**config.mk**
```make
export PLATFORM = sky130hd
export DESIGN_NAME = table_linear_interpolator
export DESIGN_NICKNAME = d
export VERILOG_FILES = /design/src/rtl/tli_pkg.sv /design/src/rtl/tli_ram.sv /design/src/rtl/table_linear_interpolator.sv
export SDC_FILE = /design/constraint.sdc
export NUM_CORES = 2
export LEC_CHECK = 0
export ABC_AREA = 1
export BUFFER_PORTS_ARGS = -buffer_cell sky130_fd_sc_hd__buf_2
export CAP_MARGIN = 20
export CORE_UTILIZATION = 30
export CTS_CLUSTER_SIZE = 10
export DETAILED_ROUTE_END_ITERATION = 8
export SYNTH_ARGS = -nofsm -noshare
export SYNTH_HDL_FRONTEND = slang
export SYNTH_HIERARCHICAL = 1
export SYNTH_SLANG_ARGS = --single-unit
```
**constraint.sdc**
```tcl
create_clock -name clk -period 17.1 [get_ports clk]
set_clock_uncertainty 0.05 [all_clocks]
set_input_delay 0.855 -clock clk [delete_from_list [all_inputs] [get_ports clk]]
set_output_delay 0.855 -clock clk [all_outputs]
set_load 0.005 [all_outputs]
```
**src/rtl/tli_pkg.sv**
```systemverilog
// Shared constants and types for the table linear interpolator.
package tli_pkg;

    localparam int unsigned TABLE_DEPTH = 64;
    localparam int unsigned DATA_WIDTH  = 16;

    localparam int unsigned ADDR_W    = (TABLE_DEPTH > 1) ? $clog2(TABLE_DEPTH) : 1;
    localparam int unsigned INDEX_W   = 6;
    localparam int unsigned PIU_W     = 7;
    localparam int unsigned CFG_IDX_W = 2;
    localparam int unsigned REGION_W  = 2;
    localparam int unsigned SCAN_MAX  = (TABLE_DEPTH < 127) ? TABLE_DEPTH : 127;
    localparam int unsigned DIV_CNT_W = $clog2(DATA_WIDTH);

    localparam logic ACT_LOAD  = 1'b0;
    localparam logic ACT_QUERY = 1'b1;

    localparam logic [CFG_IDX_W-1:0] REG_POINTS_IN_USE = 2'd0;
    localparam logic [CFG_IDX_W-1:0] REG_BELOW_VALUE   = 2'd1;
    localparam logic [CFG_IDX_W-1:0] REG_ABOVE_VALUE   = 2'd2;

    localparam logic [REGION_W-1:0] REGION_INTERP = 2'd0;
    localparam logic [REGION_W-1:0] REGION_BELOW  = 2'd1;
    localparam logic [REGION_W-1:0] REGION_ABOVE  = 2'd2;

    typedef struct packed {
        logic [DATA_WIDTH-1:0] x;
        logic [DATA_WIDTH-1:0] y;
    } point_t;

endpackage

```
**src/rtl/tli_ram.sv**
```systemverilog
// Generic single-port-write, single-port-read RAM with registered read data.
module tli_ram #(
    parameter int unsigned WIDTH = 32,
    parameter int unsigned DEPTH = 64
) (
    input  logic                                      clk,
    input  logic                                      we,
    input  logic [((DEPTH > 1) ? $clog2(DEPTH) : 1)-1:0] waddr,
    input  logic [WIDTH-1:0]                          wdata,
    input  logic                                      re,
    input  logic [((DEPTH > 1) ? $clog2(DEPTH) : 1)-1:0] raddr,
    output logic [WIDTH-1:0]                          rdata
);

    logic [WIDTH-1:0] mem [DEPTH];
    logic [WIDTH-1:0] rdata_reg;

    always_ff @(posedge clk)
    begin
        if (we)
        begin
            mem[waddr] <= wdata;
        end
        if (re)
        begin
            rdata_reg <= mem[raddr];
        end
    end

    assign rdata = rdata_reg;

endmodule

```
**src/rtl/table_linear_interpolator.sv**
```systemverilog
// Top level: breakpoint table, scan sequencer, multiplier and serial divider.
// Load beat: accepted while idle, no result.
// Query beat: a table read, a scan of one entry per cycle, a multiply and a serial
//   division, then a staging state that waits for the output stage; an out-of-range result
//   skips the multiply and division. No new beat is taken until the result is staged.
// Reset clears the control state and configuration registers; datapath registers and table contents stay undefined.
module table_linear_interpolator (
    input  logic                                    clk,
    input  logic                                    rst_n,
    input  logic                                    in_valid,
    output logic                                    in_ready,
    input  logic                                    action,
    input  logic [tli_pkg::INDEX_W-1:0]             point_index,
    input  logic signed [tli_pkg::DATA_WIDTH-1:0]   point_x,
    input  logic signed [tli_pkg::DATA_WIDTH-1:0]   point_y,
    input  logic signed [tli_pkg::DATA_WIDTH-1:0]   query_value,
    output logic                                    out_valid,
    input  logic                                    out_ready,
    output logic signed [tli_pkg::DATA_WIDTH-1:0]   result_value,
    output logic [tli_pkg::REGION_W-1:0]            region,
    input  logic                                    cfg_we,
    input  logic [tli_pkg::CFG_IDX_W-1:0]           cfg_index,
    input  logic [tli_pkg::DATA_WIDTH-1:0]          cfg_wdata
);

    import tli_pkg::*;

    localparam int unsigned DW = DATA_WIDTH;

    localparam logic [1:0] ST_IDLE = 2'd0;
    localparam logic [1:0] ST_SCAN = 2'd1;
    localparam logic [1:0] ST_DIV  = 2'd2;
    localparam logic [1:0] ST_FIN  = 2'd3;

    logic [1:0] state_reg, state_next;
    logic       mul_reg, mul_next;

    logic [PIU_W-1:0]  piu_reg;
    logic [DW-1:0]     below_reg;
    logic [DW-1:0]     above_reg;

    logic [PIU_W-1:0]  n_reg, n_next;
    logic [PIU_W-1:0]  issue_reg, issue_next;
    logic [PIU_W-1:0]  chk_idx_reg, chk_idx_next;
    logic              chk_valid_reg, chk_valid_next;
    logic signed [DW-1:0] q_reg, q_next;
    point_t            prev_reg, prev_next;

    logic [DW-1:0]     y0_reg, y0_next;
    logic [DW-1:0]     dx_reg, dx_next;
    logic [DW-1:0]     dv_reg, dv_next;
    logic [DW-1:0]     mag_reg, mag_next;
    logic              neg_reg, neg_next;
    logic [DW-1:0]     rem_reg, rem_next;
    logic [DW-1:0]     quo_reg, quo_next;
    logic [DIV_CNT_W-1:0] cnt_reg, cnt_next;
    logic [DW-1:0]     res_reg, res_next;
    logic [REGION_W-1:0] reg_code_reg, reg_code_next;

    logic              out_valid_reg, out_valid_next;
    logic [DW-1:0]     out_res_reg, out_res_next;
    logic [REGION_W-1:0] out_region_reg, out_region_next;

    logic              ram_we;
    logic              ram_re;
    logic [ADDR_W-1:0] ram_raddr;
    point_t            ram_wdata;
    point_t            rd_pt;
    logic [2*DW-1:0]   rd_raw;

    logic signed [DW-1:0] rd_x, rd_y, p_x, p_y;
    logic signed [DW:0]   dx_full, dv_full, dy_full, mag_full;
    logic [2*DW-1:0]      prod;
    logic [DW:0]          shifted, diff;
    logic                 ge;
    logic signed [DW:0]   fin_full;
    logic                 load_ok;
    logic                 out_load;

    // ---- table memory ----
    assign load_ok   = (32'(point_index) < TABLE_DEPTH);
    assign ram_we    = in_valid && in_ready && (action == ACT_LOAD) && load_ok;
    assign ram_wdata = '{x: point_x, y: point_y};
    assign ram_re    = (state_reg == ST_SCAN) && (issue_reg < n_reg);
    assign ram_raddr = ADDR_W'(issue_reg);

    tli_ram #(
        .WIDTH (2 * DW),
        .DEPTH (TABLE_DEPTH)
    ) u_table (
        .clk   (clk),
        .we    (ram_we),
        .waddr (ADDR_W'(point_index)),
        .wdata (ram_wdata),
        .re    (ram_re),
        .raddr (ram_raddr),
        .rdata (rd_raw)
    );

    assign rd_pt = rd_raw;
    assign rd_x  = rd_pt.x;
    assign rd_y  = rd_pt.y;
    assign p_x   = prev_reg.x;
    assign p_y   = prev_reg.y;

    // ---- segment arithmetic ----
    assign dx_full  = {rd_x[DW-1], rd_x} - {p_x[DW-1], p_x};
    assign dv_full  = {q_reg[DW-1], q_reg} - {p_x[DW-1], p_x};
    assign dy_full  = {rd_y[DW-1], rd_y} - {p_y[DW-1], p_y};
    assign mag_full = dy_full[DW] ? -dy_full : dy_full;

    assign prod    = {{DW{1'b0}}, mag_reg} * {{DW{1'b0}}, dv_reg};
    assign shifted = {rem_reg, quo_reg[DW-1]};
    assign diff    = shifted - {1'b0, dx_reg};
    assign ge      = (shifted >= {1'b0, dx_reg});

    assign fin_full = neg_reg ? ($signed({y0_reg[DW-1], y0_reg}) - $signed({1'b0, quo_reg}))
                              : ($signed({y0_reg[DW-1], y0_reg}) + $signed({1'b0, quo_reg}));

    assign in_ready = (state_reg == ST_IDLE);
    assign out_load = (state_reg == ST_FIN) && (!out_valid_reg || out_ready);

    always_comb
    begin
        state_next     = state_reg;
        mul_next       = 1'b0;
        n_next         = n_reg;
        issue_next     = issue_reg;
        chk_idx_next   = chk_idx_reg;
        chk_valid_next = 1'b0;
        q_next         = q_reg;
        prev_next      = prev_reg;
        y0_next        = y0_reg;
        dx_next        = dx_reg;
        dv_next        = dv_reg;
        mag_next       = mag_reg;
        neg_next       = neg_reg;
        rem_next       = rem_reg;
        quo_next       = quo_reg;
        cnt_next       = cnt_reg;
        res_next       = res_reg;
        reg_code_next  = reg_code_reg;

        case (state_reg)
            ST_IDLE:
            begin
                if (in_valid && (action == ACT_QUERY))
                begin
                    q_next     = query_value;
                    issue_next = '0;
                    n_next     = (piu_reg > PIU_W'(SCAN_MAX)) ? PIU_W'(SCAN_MAX) : piu_reg;
                    if (piu_reg == '0)
                    begin
                        res_next      = above_reg;
                        reg_code_next = REGION_ABOVE;
                        state_next    = ST_FIN;
                    end
                    else
                    begin
                        state_next = ST_SCAN;
                    end
                end
            end
            ST_SCAN:
            begin
                if (ram_re)
                begin
                    issue_next     = issue_reg + 1'b1;
                    chk_idx_next   = issue_reg;
                    chk_valid_next = 1'b1;
                end
                if (chk_valid_reg)
                begin
                    prev_next = rd_pt;
                    if (q_reg < rd_x)
                    begin
                        chk_valid_next = 1'b0;
                        if (chk_idx_reg == '0)
                        begin
                            res_next      = below_reg;
                            reg_code_next = REGION_BELOW;
                            state_next    = ST_FIN;
                        end
                        else
                        begin
                            y0_next       = prev_reg.y;
                            dx_next       = dx_full[DW-1:0];
                            dv_next       = dv_full[DW-1:0];
                            mag_next      = mag_full[DW-1:0];
                            neg_next      = dy_full[DW];
                            reg_code_next = REGION_INTERP;
                            mul_next      = 1'b1;
                            cnt_next      = DIV_CNT_W'(DW - 1);
                            state_next    = ST_DIV;
                        end
                    end
                    else if (chk_idx_reg + 1'b1 == n_reg)
                    begin
                        chk_valid_next = 1'b0;
                        res_next       = above_reg;
                        reg_code_next  = REGION_ABOVE;
                        state_next     = ST_FIN;
                    end
                end
            end
            ST_DIV:
            begin
                if (mul_reg)
                begin
                    rem_next = prod[2*DW-1:DW];
                    quo_next = prod[DW-1:0];
                end
                else
                begin
                    rem_next = ge ? diff[DW-1:0] : shifted[DW-1:0];
                    quo_next = {quo_reg[DW-2:0], ge};
                    cnt_next = cnt_reg - 1'b1;
                    if (cnt_reg == '0)
                    begin
                        state_next = ST_FIN;
                    end
                end
            end
            ST_FIN:
            begin
                if (out_load)
                begin
                    state_next = ST_IDLE;
                end
            end
            default:
            begin
                state_next = ST_IDLE;
            end
        endcase
    end

    always_comb
    begin
        out_valid_next  = out_valid_reg;
        out_res_next    = out_res_reg;
        out_region_next = out_region_reg;
        if (out_load)
        begin
            out_valid_next  = 1'b1;
            out_region_next = reg_code_reg;
            out_res_next    = (reg_code_reg == REGION_INTERP) ? fin_full[DW-1:0] : res_reg;
        end
        else if (out_ready)
        begin
            out_valid_next = 1'b0;
        end
    end

    always_ff @(posedge clk or negedge rst_n)
    begin
        if (!rst_n)
        begin
            state_reg     <= ST_IDLE;
            mul_reg       <= 1'b0;
            chk_valid_reg <= 1'b0;
            out_valid_reg <= 1'b0;
            piu_reg       <= '0;
            below_reg     <= '0;
            above_reg     <= '0;
        end
        else
        begin
            state_reg     <= state_next;
            mul_reg       <= mul_next;
            chk_valid_reg <= chk_valid_next;
            out_valid_reg <= out_valid_next;
            if (cfg_we)
            begin
                case (cfg_index)
                    REG_POINTS_IN_USE: piu_reg   <= cfg_wdata[PIU_W-1:0];
                    REG_BELOW_VALUE:   below_reg <= cfg_wdata;
                    REG_ABOVE_VALUE:   above_reg <= cfg_wdata;
                    default:           ;
                endcase
            end
        end
    end

    always_ff @(posedge clk)
    begin
        n_reg          <= n_next;
        issue_reg      <= issue_next;
        chk_idx_reg    <= chk_idx_next;
        q_reg          <= q_next;
        prev_reg       <= prev_next;
        y0_reg         <= y0_next;
        dx_reg         <= dx_next;
        dv_reg         <= dv_next;
        mag_reg        <= mag_next;
        neg_reg        <= neg_next;
        rem_reg        <= rem_next;
        quo_reg        <= quo_next;
        cnt_reg        <= cnt_next;
        res_reg        <= res_next;
        reg_code_reg   <= reg_code_next;
        out_res_reg    <= out_res_next;
        out_region_reg <= out_region_next;
    end

    assign out_valid    = out_valid_reg;
    assign result_value = out_res_reg;
    assign region       = out_region_reg;

`ifndef SYNTHESIS
    a_query_busy: assert property (@(posedge clk) disable iff (!rst_n)
        in_valid && in_ready && (action == ACT_QUERY) |=> !in_ready)
        else $error("query beat accepted without leaving idle");

    a_write_idle: assert property (@(posedge clk) disable iff (!rst_n)
        ram_we |-> (state_reg == ST_IDLE) && !ram_re)
        else $error("table write during a scan");

    a_rem_bound: assert property (@(posedge clk) disable iff (!rst_n)
        (state_reg == ST_DIV) && !mul_reg |-> (rem_reg < dx_reg))
        else $error("divider remainder out of range");

    a_stage_hold: assert property (@(posedge clk) disable iff (!rst_n)
        (state_reg == ST_FIN) && out_valid_reg && !out_ready |=> (state_reg == ST_FIN))
        else $error("result dropped while output stage full");
`endif

endmodule

```
==> impl_metrics.ini <==
[synthesis]
synth-xor-area-share_pct = 0.787
ys_async_sr_fraction_pct = 1.89
synth_area_leaders = edfxtp_1 64%, nand2_1 10%, nand3_1 9.3%
syn_inst = 9655
synth_top_family_by_area = simple AND/OR/NAND/NOR gates
post-synth-top-area-cell = edfxtp_1
synth-compound-area-share_pct = 1.78
synth_ff_type = edfxtp_1
synthMuxAreaShare_pct = 0
synth_adder_area_share_pct = 6.21
postSynthRegisterBits = 2330
synth_cell_types = 49
yosysMostFrequentCell = nand2_1
synth.avg_cell_area_sq_um = 11.1
netlist_area_sq_um = 107000
yosysSeqAreaShare_pct = 65.3
yosys_warnings = 6
synth-edff-count = 2286
synthTopCellsByCount = 2983 x nand2_1, 2286 x edfxtp_1, 1991 x nand3_1
synth-simple-area-share_pct = 21.1
syn-num-nets = 10100
netlist.area_leader.share_pct = 64.3

[cts]
hold_buffers = 0
cts_tree = built
post_cts_buffers = 0
clk_path_buf_depth = 4
clk-insertion-delay-late_ns = 0.88
clock-root-buffer = clkbuf_16
htreeDepth = 5
path_clk_slew_ns = 0.06
ctsResizeCount = 0
cts.sinks = 2330
numCtsBuffers = 281

[routing]
via_per_inst = 4.95
firstDrtPassIters = 6
drt_wl_total_microns = 307000
drtAntennaViolNets = 0
num_vias = 71500
wl_per_cell_microns = 21.2
drc = 0
drtIter0Drc = 8475

[layout]
design_area_sq_um = 120000
final_cells = 14500
fin_nets = 10200
drive_above_1_share_pct = 7.03
areaGrowthSynthToFinish_pct = 12.4
final_util_pct = 34.0
multi_input_area_sq_um = 32400
n_fill_cell = 35000
largest_reg_flops = 2048
register_area_sq_um = 69700

[floorplan]
dieHeight_microns = 599
rows = 218
die_w_microns = 599
core_region_area_sq_um = 353000
io-pin-count = 98
initial_core_util_pct = 30.2
die-area_sq_um = 358000

[power]
power_mw = 22.7
peakVddDrop_mv = 0.399
powerDensity_nw_per_um2 = 189
power_leakage_nw = 45.3

[run_status]
status = finished, final reports clean

[place]
port_buffers = 97
place_area_sq_um = 112000
gp_congestion = 0.850
placed_cells = 14100
hpwl_microns = 168000
pre_cts_slack_ns = 10.75

[sta]
maxSlewViolCount = 0
setup_tns_ns = 0
period_share_pct = 37.2
finalHoldViolCount = 0
hold_slack_ns = 0.0934
relSlewSlack_pct = 24.3
setup_violations = 0
tightest_slew_ns = 1.14
rsz0062_at_grt = no
fin_ws_ns = 10.74
fmax_mhz = 157
timing.final.crit_period_ns = 6.36

[hold_path]
hold_class = in -> async

[worst_setup_path]
start_kind = flip-flop
worstSetupEndpointType = flip-flop
worstPathRequired_ns = 17.60
critPathMaxFanout = 16
arrival_ns = 6.86
critPathKind = reg -> reg

[global_route]
grt_pass1_wl_microns = 452000
antenna_found_initial = 33
grt_max_degree = 188
grt_pass1_vias = 68100
track_usage_pct = 16.8
grt-ovfl-total = 0

[job]
drv_cap = 0
==> report_power, final <==
part           total (mW)  internal (mW)  switching, mW
registers            6.78           6.60          0.172
logic                10.6           3.09           7.55
clock network        5.26           3.04           2.22
==> cells in the final DEF, fill, tap and decap left out, types with 28 or more instances in the layout <==
cell	instances
a21oi_1	137
buf_2	97
buf_4	152
clkbuf_16	287
dfrtp_1	44
edfxtp_1	2286
fa_1	199
ha_1	211
inv_1	651
nand2_1	2983
nand3_1	1991
nand4_1	28
nor2_1	128
nor2_4	67
nor3_1	28
o21ai_0	148
xnor2_1	34
xor2_1	62
==> worst max-delay path, stage by stage, from the launching register on <==
cell and delay, ns:
edfxtp_1 0.77, nand2_1 0.17, fa_1 0.56, inv_1 0.05, fa_1 0.50, inv_1 0.05
fa_1 0.47, inv_1 0.06, fa_1 0.51, fa_1 0.55, inv_1 0.06, fa_1 0.53
inv_1 0.04, ha_1 0.37, a21oi_1 0.25, a21boi_0 0.38, o21ai_0 0.15, nand2_1 0.08
nand3_1 0.13, nand2_1 0.11, nand4_1 0.08, nand3_1 0.11, nand2_1 0.06
==> routing by layer <==
metal | track usage [%] | up-vias | wire length (microns)
met5 | 0 | - | 88
met4 | 4.35 | 14 | 7720
met3 | 2.47 | 464 | 26100
met2 | 26.7 | 3024 | 141000
met1 | 23.9 | 35000 | 133000
li1 | - | 33000 | -
==> final timing paths <==
| kind | cells after the start | slack, ns | endpoint | from |
|---|---|---|---|---|
| min | 2 | 0.09 | below_reg[15] | rst_n |
| max in group asynchronous | 2 | 16.49 | above_reg[10] | rst_n |
| min reg2reg | 0 | 0.40 | y0_reg[10] | p_y[10] |
| max | 22 | 10.74 | rem_reg[15] | mag_reg[5] |
| min in group clk | 1 | 0.18 | q_reg[12] | query_value[12] |
| max reg2reg | 22 | 10.74 | rem_reg[15] | mag_reg[5] |
==> logic make-up after synthesis <==
logic type | after synthesis
AOI/OAI and AO/OA | 352
buffers and inverters | 1196
xor gates and xnor gates | 96
and+or+nand+nor | 5270
DFF | 2330
adders and majority gates | 411
==> cell type report <==
| class | count | area share [%] |
|---|---|---|
| Antenna cell | 9 | 0.0188 |
| Clock inverter | 33 | 0.339 |
| Timing Repair Buffer | 258 | 1.50 |
| Multi-Input combinational cell | 6129 | 27.0 |
| Clock buffer | 311 | 6.05 |
| Tap cell | 4730 | 4.93 |
| Sequential cell | 2330 | 58.1 |
| Inverter | 661 | 2.10 |
(Power assumes the default switching activity.)
